## config.mk

```make
export PLATFORM = sky130hd
export DESIGN_NAME = windowed_moving_average
export DESIGN_NICKNAME = d
export VERILOG_FILES = /design/src/sv/wma_pkg.sv /design/src/sv/wma_div.sv /design/src/sv/windowed_moving_average.sv
export VERILOG_INCLUDE_DIRS = /design/src /design/src/sv
export SDC_FILE = /design/constraint.sdc
export NUM_CORES = 1
export LEC_CHECK = 0
export ABC_AREA = 1
export BUFFER_PORTS_ARGS = -buffer_cell sky130_fd_sc_hd__buf_2
export CELL_PAD_IN_SITES_DETAIL_PLACEMENT = 1
export CELL_PAD_IN_SITES_GLOBAL_PLACEMENT = 1
export CORE_UTILIZATION = 40
export CTS_BUF_LIST = sky130_fd_sc_hd__clkbuf_4 sky130_fd_sc_hd__clkbuf_8
export CTS_CLUSTER_DIAMETER = 50
export DETAILED_ROUTE_END_ITERATION = 8
export GPL_TIMING_DRIVEN = 0
export HOLD_SLACK_MARGIN = 0.05
export PLACE_DENSITY = 0.72
export SLEW_MARGIN = 5
export SYNTH_ARGS = -nofsm -noshare
export SYNTH_HDL_FRONTEND = slang
export SYNTH_HIERARCHICAL = 1
export SYNTH_SLANG_ARGS = --single-unit
export TNS_END_PERCENT = 100
```

## constraint.sdc

```tcl
create_clock -name aclk -period 5.1 [get_ports aclk]
set_clock_uncertainty 0.05 [all_clocks]
set_input_delay 0.255 -clock aclk [delete_from_list [all_inputs] [get_ports aclk]]
set_output_delay 0.255 -clock aclk [all_outputs]
set_load 0.02 [all_outputs]
```

## src/sv/windowed_moving_average_macros.svh

```systemverilog
// Assertion macros for the windowed moving average block.
// Used by the top level; no other dependencies.
`ifndef WINDOWED_MOVING_AVERAGE_MACROS_SVH
`define WINDOWED_MOVING_AVERAGE_MACROS_SVH

`ifndef SYNTH
`define WMA_ASSERT(lbl, clk, rstn, prop, msg) \
    lbl: assert property (@(posedge clk) disable iff (!(rstn)) (prop)) else $error(msg);
`define WMA_ASSERT_ALWAYS(lbl, clk, prop, msg) \
    lbl: assert property (@(posedge clk) (prop)) else $error(msg);
`else
`define WMA_ASSERT(lbl, clk, rstn, prop, msg)
`define WMA_ASSERT_ALWAYS(lbl, clk, prop, msg)
`endif

`endif

```

## src/sv/wma_pkg.sv

```systemverilog
// Shared types and constants for the windowed moving average block.
// No dependencies.
package wma_pkg;

    localparam int FRAC_BITS = 8;

    typedef struct packed {
        logic busy;
        logic done;
    } wma_div_stat_t;

endpackage

```

## src/sv/wma_div.sv

```systemverilog
// Restoring unsigned divider, one quotient bit per cycle.
// Depends on wma_pkg for the status struct.
module wma_div #(
    parameter int NUM_W = 21,
    parameter int DEN_W = 6
) (
    input  logic                 aclk,
    input  logic                 aresetn,
    input  logic                 start_i,
    input  logic [NUM_W-1:0]     num_i,
    input  logic [DEN_W-1:0]     den_i,
    output logic [NUM_W-1:0]     quot_o,
    output wma_pkg::wma_div_stat_t stat_o
);
    import wma_pkg::*;

    localparam int STEP_W = $clog2(NUM_W + 1);

    logic [NUM_W-1:0]  num_reg, num_next;
    logic [DEN_W-1:0]  den_reg, den_next;
    logic [DEN_W-1:0]  rem_reg, rem_next;
    logic [STEP_W-1:0] step_reg, step_next;
    logic              busy_reg, busy_next;
    logic              done_reg, done_next;
    logic [DEN_W:0]    rem_shift;

    assign rem_shift = {rem_reg, num_reg[NUM_W-1]};

    always_comb begin
        num_next  = num_reg;
        den_next  = den_reg;
        rem_next  = rem_reg;
        step_next = step_reg;
        busy_next = busy_reg;
        done_next = 1'b0;
        if (start_i && !busy_reg) begin
            num_next  = num_i;
            den_next  = den_i;
            rem_next  = '0;
            step_next = STEP_W'(NUM_W);
            busy_next = 1'b1;
        end else if (busy_reg) begin
            if (rem_shift >= {1'b0, den_reg}) begin
                rem_next = DEN_W'(rem_shift - {1'b0, den_reg});
                num_next = {num_reg[NUM_W-2:0], 1'b1};
            end else begin
                rem_next = rem_shift[DEN_W-1:0];
                num_next = {num_reg[NUM_W-2:0], 1'b0};
            end
            step_next = step_reg - 1'b1;
            if (step_reg == STEP_W'(1)) begin
                busy_next = 1'b0;
                done_next = 1'b1;
            end
        end
    end

    always_ff @(posedge aclk) begin
        if (!aresetn) begin
            busy_reg <= 1'b0;
            done_reg <= 1'b0;
            step_reg <= '0;
        end else begin
            busy_reg <= busy_next;
            done_reg <= done_next;
            step_reg <= step_next;
        end
        num_reg <= num_next;
        den_reg <= den_next;
        rem_reg <= rem_next;
    end

    assign quot_o      = num_reg;
    assign stat_o.busy = busy_reg;
    assign stat_o.done = done_reg;

endmodule

```

## src/sv/windowed_moving_average.sv

```systemverilog
// Moving average over the last WINDOW signed samples, mean in Q.8.
// Depends on wma_pkg, wma_div and windowed_moving_average_macros.svh.
//
// Usage:
//   Input beats arrive on s_valid/s_ready with one signed sample in s_sample.
//   Each input beat yields exactly one output beat on m_valid/m_ready carrying
//   m_mean_q8: the mean of all samples so far while fewer than WINDOW have
//   arrived, then of the last WINDOW samples, times 256, truncated toward zero.
//   The sample ring sits in a synchronous single-port memory; the running sum
//   and fill count sit in registers. One beat is in flight at a time.
//   Each beat passes the states READ, UPD, START, DIV and OUT; in DIV the
//   bit-serial divider produces one quotient bit per cycle for a quotient of
//   NUM_W = SAMPLE_BITS + clog2(WINDOW) + 8 bits. A new input beat is taken
//   only once the previous mean has been loaded into the output register.
//   The output register decouples the sides: a new input beat is taken while
//   a finished mean waits for m_ready. A stalled receiver only holds the next
//   result back once the divider has finished it.
//   Reset (aresetn low, synchronous) empties the window: sum, fill count and
//   write pointer go to zero. Ring contents are not cleared; they are read
//   only after the window has filled.
module windowed_moving_average #(
    parameter int WINDOW      = 32,
    parameter int SAMPLE_BITS = 8
) (
    input  logic                               aclk,
    input  logic                               aresetn,
    input  logic                               s_valid,
    output logic                               s_ready,
    input  logic signed [SAMPLE_BITS-1:0]      s_sample,
    output logic                               m_valid,
    input  logic                               m_ready,
    output logic signed [SAMPLE_BITS+wma_pkg::FRAC_BITS-1:0] m_mean_q8
);
    import wma_pkg::*;

`include "windowed_moving_average_macros.svh"

    localparam int SUM_W  = SAMPLE_BITS + $clog2(WINDOW);
    localparam int CNT_W  = $clog2(WINDOW + 1);
    localparam int SLOT_W = $clog2(WINDOW);
    localparam int OUT_W  = SAMPLE_BITS + FRAC_BITS;
    localparam int NUM_W  = SUM_W + FRAC_BITS;

    localparam logic [2:0] ST_IDLE  = 3'd0;
    localparam logic [2:0] ST_READ  = 3'd1;
    localparam logic [2:0] ST_UPD   = 3'd2;
    localparam logic [2:0] ST_START = 3'd3;
    localparam logic [2:0] ST_DIV   = 3'd4;
    localparam logic [2:0] ST_OUT   = 3'd5;

    logic [2:0]              state_reg, state_next;
    logic [SAMPLE_BITS-1:0]  sample_reg, sample_next;
    logic signed [SUM_W-1:0] sum_reg, sum_next;
    logic [CNT_W-1:0]        count_reg, count_next;
    logic [SLOT_W-1:0]       slot_reg, slot_next;
    logic                    neg_reg, neg_next;
    logic                    m_valid_reg, m_valid_next;
    logic [OUT_W-1:0]        mean_reg, mean_next;

    logic [SAMPLE_BITS-1:0]  ring_mem [WINDOW];
    logic [SAMPLE_BITS-1:0]  rd_data_reg;
    logic                    ring_we;

    logic                    full;
    logic signed [SUM_W-1:0] new_ext;
    logic signed [SUM_W-1:0] old_ext;
    logic [SUM_W-1:0]        sum_abs;
    logic                    div_start;
    logic [NUM_W-1:0]        div_quot;
    logic [OUT_W-1:0]        quot_low;
    wma_div_stat_t           div_stat;

    assign full    = (count_reg == CNT_W'(WINDOW));
    assign new_ext = SUM_W'(signed'(sample_reg));
    assign old_ext = SUM_W'(signed'(rd_data_reg));
    assign sum_abs = sum_reg[SUM_W-1] ? SUM_W'(-sum_reg) : SUM_W'(sum_reg);
    assign quot_low = div_quot[OUT_W-1:0];

    always_ff @(posedge aclk) begin
        if (ring_we) begin
            ring_mem[slot_reg] <= sample_reg;
        end
        rd_data_reg <= ring_mem[slot_reg];
    end

    always_comb begin
        state_next   = state_reg;
        sample_next  = sample_reg;
        sum_next     = sum_reg;
        count_next   = count_reg;
        slot_next    = slot_reg;
        neg_next     = neg_reg;
        m_valid_next = m_valid_reg;
        mean_next    = mean_reg;
        ring_we      = 1'b0;
        div_start    = 1'b0;

        if (m_valid_reg && m_ready) begin
            m_valid_next = 1'b0;
        end

        unique case (state_reg)
            ST_IDLE: begin
                if (s_valid) begin
                    sample_next = s_sample;
                    state_next  = ST_READ;
                end
            end
            ST_READ: begin
                state_next = ST_UPD;
            end
            ST_UPD: begin
                ring_we = 1'b1;
                if (full) begin
                    sum_next = sum_reg + new_ext - old_ext;
                end else begin
                    sum_next   = sum_reg + new_ext;
                    count_next = count_reg + 1'b1;
                end
                slot_next  = (slot_reg == SLOT_W'(WINDOW - 1)) ? '0 : slot_reg + 1'b1;
                state_next = ST_START;
            end
            ST_START: begin
                div_start  = 1'b1;
                neg_next   = sum_reg[SUM_W-1];
                state_next = ST_DIV;
            end
            ST_DIV: begin
                if (div_stat.done) begin
                    state_next = ST_OUT;
                end
            end
            ST_OUT: begin
                // load only once the previous beat has left
                if (!m_valid_reg || m_ready) begin
                    mean_next    = neg_reg ? OUT_W'(-quot_low) : quot_low;
                    m_valid_next = 1'b1;
                    state_next   = ST_IDLE;
                end
            end
            default: begin
                state_next = ST_IDLE;
            end
        endcase
    end

    always_ff @(posedge aclk) begin
        if (!aresetn) begin
            state_reg   <= ST_IDLE;
            sum_reg     <= '0;
            count_reg   <= '0;
            slot_reg    <= '0;
            m_valid_reg <= 1'b0;
        end else begin
            state_reg   <= state_next;
            sum_reg     <= sum_next;
            count_reg   <= count_next;
            slot_reg    <= slot_next;
            m_valid_reg <= m_valid_next;
        end
        sample_reg <= sample_next;
        neg_reg    <= neg_next;
        mean_reg   <= mean_next;
    end

    wma_div #(
        .NUM_W(NUM_W),
        .DEN_W(CNT_W)
    ) u_div (
        .aclk   (aclk),
        .aresetn(aresetn),
        .start_i(div_start),
        .num_i  ({sum_abs, {FRAC_BITS{1'b0}}}),
        .den_i  (count_reg),
        .quot_o (div_quot),
        .stat_o (div_stat)
    );

    assign s_ready   = (state_reg == ST_IDLE);
    assign m_valid   = m_valid_reg;
    assign m_mean_q8 = signed'(mean_reg);

    `WMA_ASSERT(a_ready_div_idle, aclk, aresetn, s_ready |-> !div_stat.busy, "divider busy while ready")
    `WMA_ASSERT(a_count_bound, aclk, aresetn, count_reg <= CNT_W'(WINDOW), "fill count past window")
    `WMA_ASSERT(a_one_in_flight, aclk, aresetn, (s_valid && s_ready) |=> !s_ready, "second beat taken")
    `WMA_ASSERT(a_done_in_div, aclk, aresetn, div_stat.done |-> (state_reg == ST_DIV), "stray divide done")

endmodule

```

Yosys cells after proc, flatten, opt, wreduce, memory -nomap -nowiden. Memory sizes are Yosys's and may differ from the RTL's. A register that Yosys moved wholly into a read port is not among the register bits. Cells that the tools add are included.

$add $sub $neg: 8. Bitwise logic cells: 3. Order comparisons: 1. Muxes and demuxes: 25. Reductions and logical operators: 13. Equal/unequal tests: 11.

Operators with widths (number): $mux 21 (2); $mux 13 (2); $pmux 3 s6 (1); $mux 16 (1); $neg 16->16 (1); $mux 5 (3); $add 13x8->13 (1); $neg 13->13 (1); $sub 13x8->13 (1); $mux 1 (12); $mux 3 (3); $ge 7x6->1 (1); $add 6x1->6 const B (1); $eq 3x2->1 const B (2); $eq 3x3->1 const B (2); $eq 6x6->1 const B (1); $mux 6 (1); $reduce_and 2->1 (3); $sub 6x6->6 (1); $add 5x1->5 const B (1); $eq 5x1->1 const B (1); $eq 5x5->1 const B (1); $sub 5x1->5 const B (1); $ne 2x2->1 const B (2); 11 further kinds (15).

Input bits: 12. Word-level logic and storage cells: 78. Bits in registers: 93. Memories: 1. RAM bits: 256.

Memory list: ring_mem (words 32, bits a word 8, read ports 1, clocked after Yosys merged registers in 1, wr ports 1, line windowed_moving_average.sv:60) `logic [SAMPLE_BITS-1:0] ring_mem [WINDOW];`.

Logic depth before layout (Yosys ltp). Gate-level depths: netlist of the first run.

Word-level depth: 4. Mapped depth: 20. Mapped depth without buffers: 20.

Hierarchy. Netlist of the first run, hierarchy kept.

Modules (own cells, without submodules): windowed_moving_average (cells each 1309, area each 14096.0 sq um, times used 1); wma_div (cells each 232, area each 2028.2 sq um, times used 1).

Least setup slack after synthesis of the first run. OpenSTA, ideal clock, no wires.

Kind: register to register. Start point: register sample_reg[0]. End point: register sum_reg[12]. Buffers on the path: 0. Data required time: 4.941 ns. Library setup time: 0.109 ns. Stages on the path, launching flop included: 20. Period minus slack after synthesis: 3.082 ns. Arrival time: 2.924 ns. Path slack: 2.018 ns. Cell sequence: edfxtp_1 -> ha_1 -> fa_1 -> nand3_1 -> nand2_1 -> a21oi_1 -> nor2_1 -> nor2_1 -> xnor2_1 -> ha_1 -> nand2_1 -> a21oi_1 -> nor2_1 -> nand3_1 -> nand2_1 -> nand3_1 -> nand2_1 -> nand3_1 -> nand2_1 -> inv_1.

Word-level cells in the longest chain between the ends: 3.

Ends and longest elaborated chain: start: declaration (line windowed_moving_average.sv:52) `logic [SAMPLE_BITS-1:0] sample_reg, sample_next;`; start signal: assignment (line windowed_moving_average.sv:161) `sample_reg <= sample_next;`; $add 13x8->13 (*) (line windowed_moving_average.sv:115, windowed_moving_average.sv:117); $sub 13x8->13 (line windowed_moving_average.sv:115) `sum_next = sum_reg + new_ext - old_ext;`; $mux 13 (*) (line windowed_moving_average.sv:114) `if (full) begin`; end signal: assignment (line windowed_moving_average.sv:156) `sum_reg <= sum_next;`; end: declaration (line windowed_moving_average.sv:53) `logic signed [SUM_W-1:0] sum_reg, sum_next;`.

Mark *: on every way between the ends. The rest lies on a longest branch, timed or not. A chain may end at the register's enable or synchronous reset.

Final worst setup path of the first run.
Start point: register sample_reg[3]. End point: register sum_reg[12].

Same word-level chain as after synthesis.

==> results of run 1 <==
[stage by stage]
step | utilization, % | std cells
after floorplan | - | 1547
after global placement | 42.6 | 2101
after detailed placement | 42.7 | 2102
after CTS | 46.1 | 2218
after global routing | 46.3 | 2222
final | 46.3 | 2222
[worst max path at each step]
stage               slack, ns     startpoint           to
finish                   1.16  sample_reg[3]  sum_reg[12]
global route             0.80  sample_reg[3]  sum_reg[12]
floorplan                2.02  sample_reg[0]  sum_reg[12]
CTS                      0.98  sample_reg[0]  sum_reg[12]
global placement         1.04  sample_reg[7]  sum_reg[12]
detailed placement       1.01  sample_reg[0]  sum_reg[12]
[placed cells by master (no fill, tap or decap), types with 4 or more instances in the layout]
cell,count
clkbuf_4,17
clkinv_2,13
nand2_1,289
nor2_2,6
o22ai_1,61
nor4_1,4
a21oi_1,35
inv_2,5
clkbuf_8,64
nor2_1,226
conb_1,8
clkinv_1,7
nor3_1,10
buf_2,58
buf_4,5
ha_1,42
or2_1,5
buf_16,5
o21ai_0,129
inv_1,121
dlygate4sd3_1,11
nand3_1,57
edfxtp_1,308
xor2_1,31
xnor2_1,12
a31oi_1,6
clkbuf_1,19
nand4_1,24
o21ai_1,21
dfxtp_1,49
[report_power, final]
group	total, mW	leakage, nW	internal [mW]	switching (mW)
clock	2.63	0.653	1.43	1.19
sequential	3.79	3.18	3.53	0.258
combinational	3.03	3.24	0.991	2.04
total	9.45	7.07	5.96	3.49
[final cells by class]
class                   count  area (um2)
well taps                 525         657
plain buffers              56         274
repair buffers             45         393
clock buffers              81        1010
inverters                 128         480
fillers                  4428       21300
flip-flops and latches    357       10200
clock inverters            24         209
multi-input cells        1006        5160
[per-layer routing]
layer  wire length, um  vias to the layer above  share of wire, %  GRT usage (%)
met4              1740                        0               3.7           10.5
met5                 0                        -                 0              0
met2             23500                      351                50           40.5
met3              2570                      124               5.5           3.96
li1                  -                     5557                 -              -
met1             19100                     5887                41           27.6
[what timing repair did]
action                    in CTS  in global routing
hold buffers                  11                  0
setup buffers                  0                  0
hold endpoints to repair      18                  0
==> reports/results.tsv, run 1 <==
stage	metric	value	unit
status	run_status	finished clean	
grt	number_of_global_route_vias_before_repair	12760	
drt	wl_per_cell	21.1	um
finish	final_layout_size_suffix_gt1_share	11.5	%
finish	postLayoutCellArea	18400	um2
synth	mapped_cells	1540	
critical_path	critical_path.top_delay_family	flip-flops	
placement	dp.final_hpwl	31900	um
finish	largest_reg_flops	256	
timing	clock.fmax	0.254	GHz
finish	n_antenna_cell	0	
timing	slew_worst_pin	1.37	ns
drt	remaining_drc_errors	0	
critical_path	regToRegStartpoint	sample_reg[3]	
critical_path	r2r-end	sum_reg[12]	
timing	post_route_worst_setup_slack	1.16	ns
timing	fin_worst_hold_slack	0.284	ns
drt	detail_route.wirelength	46900	um
grt	grt_max_degree	35	
finish	layout.nets	1710	
grt	grt.overflow.total	0	
synth	postSynthAreaPerCell	10.5	um2
critical_path	critical_path.startpoint_type	flop	
cts	clock_tree_from_tritoncts	built	
critical_path	cpMostUsedCell	nand2_1	
drt	avgViaCountPerCell	5.36	
drt	drt.antenna.violating_nets	0	
critical_path	worst-r2r-setup-slack	1.16	ns
power_and_ir_drop	p_leak	7.07	nW
hold_path	min-delay-path-class	in -> reg	
timing	setup_viol_count_final	0	
power_and_ir_drop	total_power_after_layout	9.45	mW
critical_path	path_cells	ha_1 > a21oi_1 > nand2_1 > a21oi_1 > nor2_1 > nor2_1 > xnor2_1 > ha_1 > nand2_1 > a21oi_1 > nor2_1 > nand3_1 > nand2_1 > nand3_1 > nand2_1 > nand3_1 > nand2_1 > inv_1	
die	die_area	41100	um2
critical_path	timing.critical_path.arrival	4.41	ns
grt	antenna_found_initial	0	
cts	clock_path_buffers	3	
power_and_ir_drop	ir_worst_vdd	0.248	mV
critical_path	worstPathMaxFanout	33	
die	initial_core_util	40.6	%
critical_path	crit_path_max_incr_delay	1.23	ns
timing	fin_tns_setup	0	ns
hold_path	whs_endpoint	sample_reg[1]	
placement	port_buffers	29	
synth	ys_warn_count	6	
cts	clock_sink_count	357	
die	x_dimension_of_the_die	203	um
timing	timing.final.hold_violations	0	
die	io-pin-count	30	
drt	route.vias.total	11919	
synth	mappedNetlistArea	16100	um2
cts	clock_insertion_delay_worst_skew	0.65	ns
die	row_count	73	
die	coreArea	39700	um2
critical_path	critical_path_required	5.57	ns
grt	grt.total_usage	23.1	%
power_and_ir_drop	power_per_cell_area	513	nW/um2
cts	htree_num_levels	2	
critical_path	critPathKind	reg -> reg	
timing	rsz0062_at_grt	false	
cts	numCtsBuffers	59	
placement	placed_area	17000	um2
critical_path	cp_num_cells	18	
finish	largest-register	ring_mem	
cts	root_buffer	clkbuf_8	
placement	dpl_worst_slack	1.01	ns
placement	place_congestion	0.861	
hold_path	hold_path_startpoint	s_sample[1]	
die	die_height	203	um
critical_path	crit_path_top_delay_cell	edfxtp_1	
critical_path	critical_path.n_buffers_inverters	1	
timing	period_needed	3.94	ns
hold_path	min_path_cells	2	
critical_path	ff2ff_path_depth	18	
timing	final.period_utilization	77.2	%
timing	max_slew_margin	8.58	%
grt	first_pass_grt_wire_length	72400	um
timing	drv_slew	0	
finish	layout-area-overhead-vs-synth	14.2	%
drt	first_iter_violations	883	
cts	clkTransAtPathRegs	0.07	ns
critical_path	endpoint_kind	flop	
drt	firstDrtPassIters	5	
cts	postCtsResizedCells	0	
job	max_cap_viols	0	
No activity file was read; power rests on OpenSTA's default activity.
==> run 2, diff against run 1 <==
==> constraint.sdc (replaced) <==
create_clock -name aclk -period 3.7 [get_ports aclk]
set_clock_uncertainty 0.05 [all_clocks]
set_input_delay 0.185 -clock aclk [delete_from_list [all_inputs] [get_ports aclk]]
set_output_delay 0.185 -clock aclk [all_outputs]
set_load 0.02 [all_outputs]
==> reports/results.tsv, run 2 (same netlist as run 1, synthesis figures left out) <==
stage	metric	value	unit
power_and_ir_drop	total_power_after_layout	13.1	mW
hold_path	whs_endpoint	sample_reg[3]	
timing	drv_slew	0	
power_and_ir_drop	ir_worst_vdd	0.343	mV
die	x_dimension_of_the_die	203	um
die	coreArea	39700	um2
critical_path	r2r-end	sum_reg[12]	
critical_path	timing.critical_path.arrival	3.79	ns
finish	layout.nets	1728	
grt	grt_max_degree	23	
hold_path	hold_path_startpoint	s_sample[3]	
finish	layout-area-overhead-vs-synth	14.9	%
timing	setup_viol_count_final	0	
die	die_height	203	um
timing	rsz0062_at_grt	false	
finish	largest_reg_flops	256	
grt	first_pass_grt_wire_length	73800	um
drt	avgViaCountPerCell	5.41	
placement	placed_area	17000	um2
cts	htree_num_levels	2	
cts	clock_sink_count	357	
die	row_count	73	
drt	first_iter_violations	936	
status	run_status	finished clean	
finish	postLayoutCellArea	18500	um2
critical_path	worst-r2r-setup-slack	0.38	ns
placement	port_buffers	29	
timing	max_slew_margin	18.1	%
timing	clock.fmax	0.301	GHz
timing	timing.final.hold_violations	0	
grt	grt.total_usage	23.6	%
die	initial_core_util	40.6	%
critical_path	ff2ff_path_depth	19	
grt	antenna_found_initial	0	
cts	numCtsBuffers	59	
cts	root_buffer	clkbuf_8	
critical_path	critical_path_required	4.17	ns
critical_path	regToRegStartpoint	sample_reg[0]	
drt	remaining_drc_errors	0	
hold_path	min_path_cells	2	
drt	route.vias.total	12119	
timing	slew_worst_pin	1.22	ns
job	max_cap_viols	0	
critical_path	endpoint_kind	flop	
finish	largest-register	ring_mem	
grt	number_of_global_route_vias_before_repair	12840	
cts	clkTransAtPathRegs	0.07	ns
power_and_ir_drop	power_per_cell_area	709	nW/um2
finish	n_antenna_cell	0	
timing	period_needed	3.32	ns
drt	detail_route.wirelength	48100	um
finish	highest_count_cells_in_the_layout_ignoring_fill_and_taps	308 x edfxtp_1, 289 x nand2_1, 226 x nor2_1	
cts	clock_insertion_delay_worst_skew	0.65	ns
timing	fin_worst_hold_slack	0.201	ns
drt	drt.antenna.violating_nets	0	
critical_path	critPathKind	reg -> reg	
power_and_ir_drop	p_leak	7.14	nW
finish	final_common_cell	edfxtp_1	
critical_path	critical_path.startpoint_type	flop	
finish	final_layout_size_suffix_gt1_share	12.4	%
timing	final.period_utilization	89.7	%
drt	firstDrtPassIters	5	
critical_path	worstPathMaxFanout	4	
cts	clock_path_buffers	3	
cts	clock_tree_from_tritoncts	built	
die	io-pin-count	30	
placement	dp.final_hpwl	31900	um
hold_path	min-delay-path-class	in -> reg	
drt	wl_per_cell	21.5	um
grt	grt.overflow.total	0	
die	die_area	41100	um2
placement	place_congestion	0.861	
finish	finalCoreUtilization	46.6	%
-- run 2: power by group --
group / total (mW) / switching (mW) / internal (mW) / leakage, nW
clock network: 3.63 / 1.65 / 1.98 / 0.653
registers: 5.08 / 0.219 / 4.86 / 3.18
logic: 4.42 / 3.01 / 1.40 / 3.31
-- run 2: worst max path at each step --
stage               slack [ns]          end  cells after the start           from
finish                    0.38  sum_reg[12]                     19  sample_reg[0]
global route              0.08  sum_reg[12]                     18  sample_reg[0]
CTS                       0.09  sum_reg[12]                     20  sample_reg[6]
detailed placement       -0.39  sum_reg[12]                     20  sample_reg[0]
global placement         -0.36  sum_reg[12]                     20  sample_reg[7]
floorplan                 0.62  sum_reg[12]                     19  sample_reg[0]
-- run 2: area by class of cell --
| cell class | count | area [um2] |
|---|---|---|
| sequential | 357 | 10200 |
| clock buffer | 81 | 1010 |
| tap | 525 | 657 |
| timing repair buffer | 63 | 494 |
| inverter | 128 | 480 |
| clock inverter | 24 | 209 |
| fill | 4426 | 21200 |
| multi-input combinational | 1006 | 5160 |
| buffer | 56 | 274 |
-- run 2: worst max-delay path, stage by stage, from the launching register on --
cell and delay, ns:
edfxtp_1 0.46, ha_1 0.27, fa_1 0.41, nand3_1 0.09
nand2_1 0.13, a21oi_1 0.25, nor2_1 0.07, nor2_1 0.14
xnor2_1 0.18, ha_1 0.33, nand2_1 0.11, a21oi_1 0.05
nor2_1 0.13, nand3_1 0.12, nand2_1 0.07, nand3_1 0.06
nand2_1 0.06, nand3_1 0.09, nand2_1 0.08, inv_1 0.04
-- run 2: routing by layer --
layer | up-vias | global-route usage, % | routed length [um]
li1 | 5600 | - | -
met1 | 5988 | 28.3 | 19500
met2 | 407 | 41.2 | 23900
met3 | 124 | 4.24 | 2750
met4 | 0 | 10.8 | 1960
met5 | - | 0 | 0
-- run 2: per-stage QoR --
| stage | worst slack, ns | instances | TNS [ns] |
|---|---|---|---|
| 5_1_grt | 0.0762 | 2240 | 0 |
| 2_1_floorplan | 0.618 | 1547 | 0 |
| 4_1_cts | 0.0917 | 2226 | 0 |
| 3_5_place_dp | -0.393 | 2102 | -2.26 |
| 6_report | 0.381 | 2240 | 0 |
| 3_3_place_gp | -0.362 | 2101 | -1.74 |
-- run 2: what timing repair did --
action                     in CTS  in global routing
setup endpoints to repair       8                  6
gates resized for setup         0                  0
hold buffers                   11                  0
gates cloned                    0                  0
pin swaps                       0                  0
hold endpoints to repair       18                  0
buffers inserted                8                 14
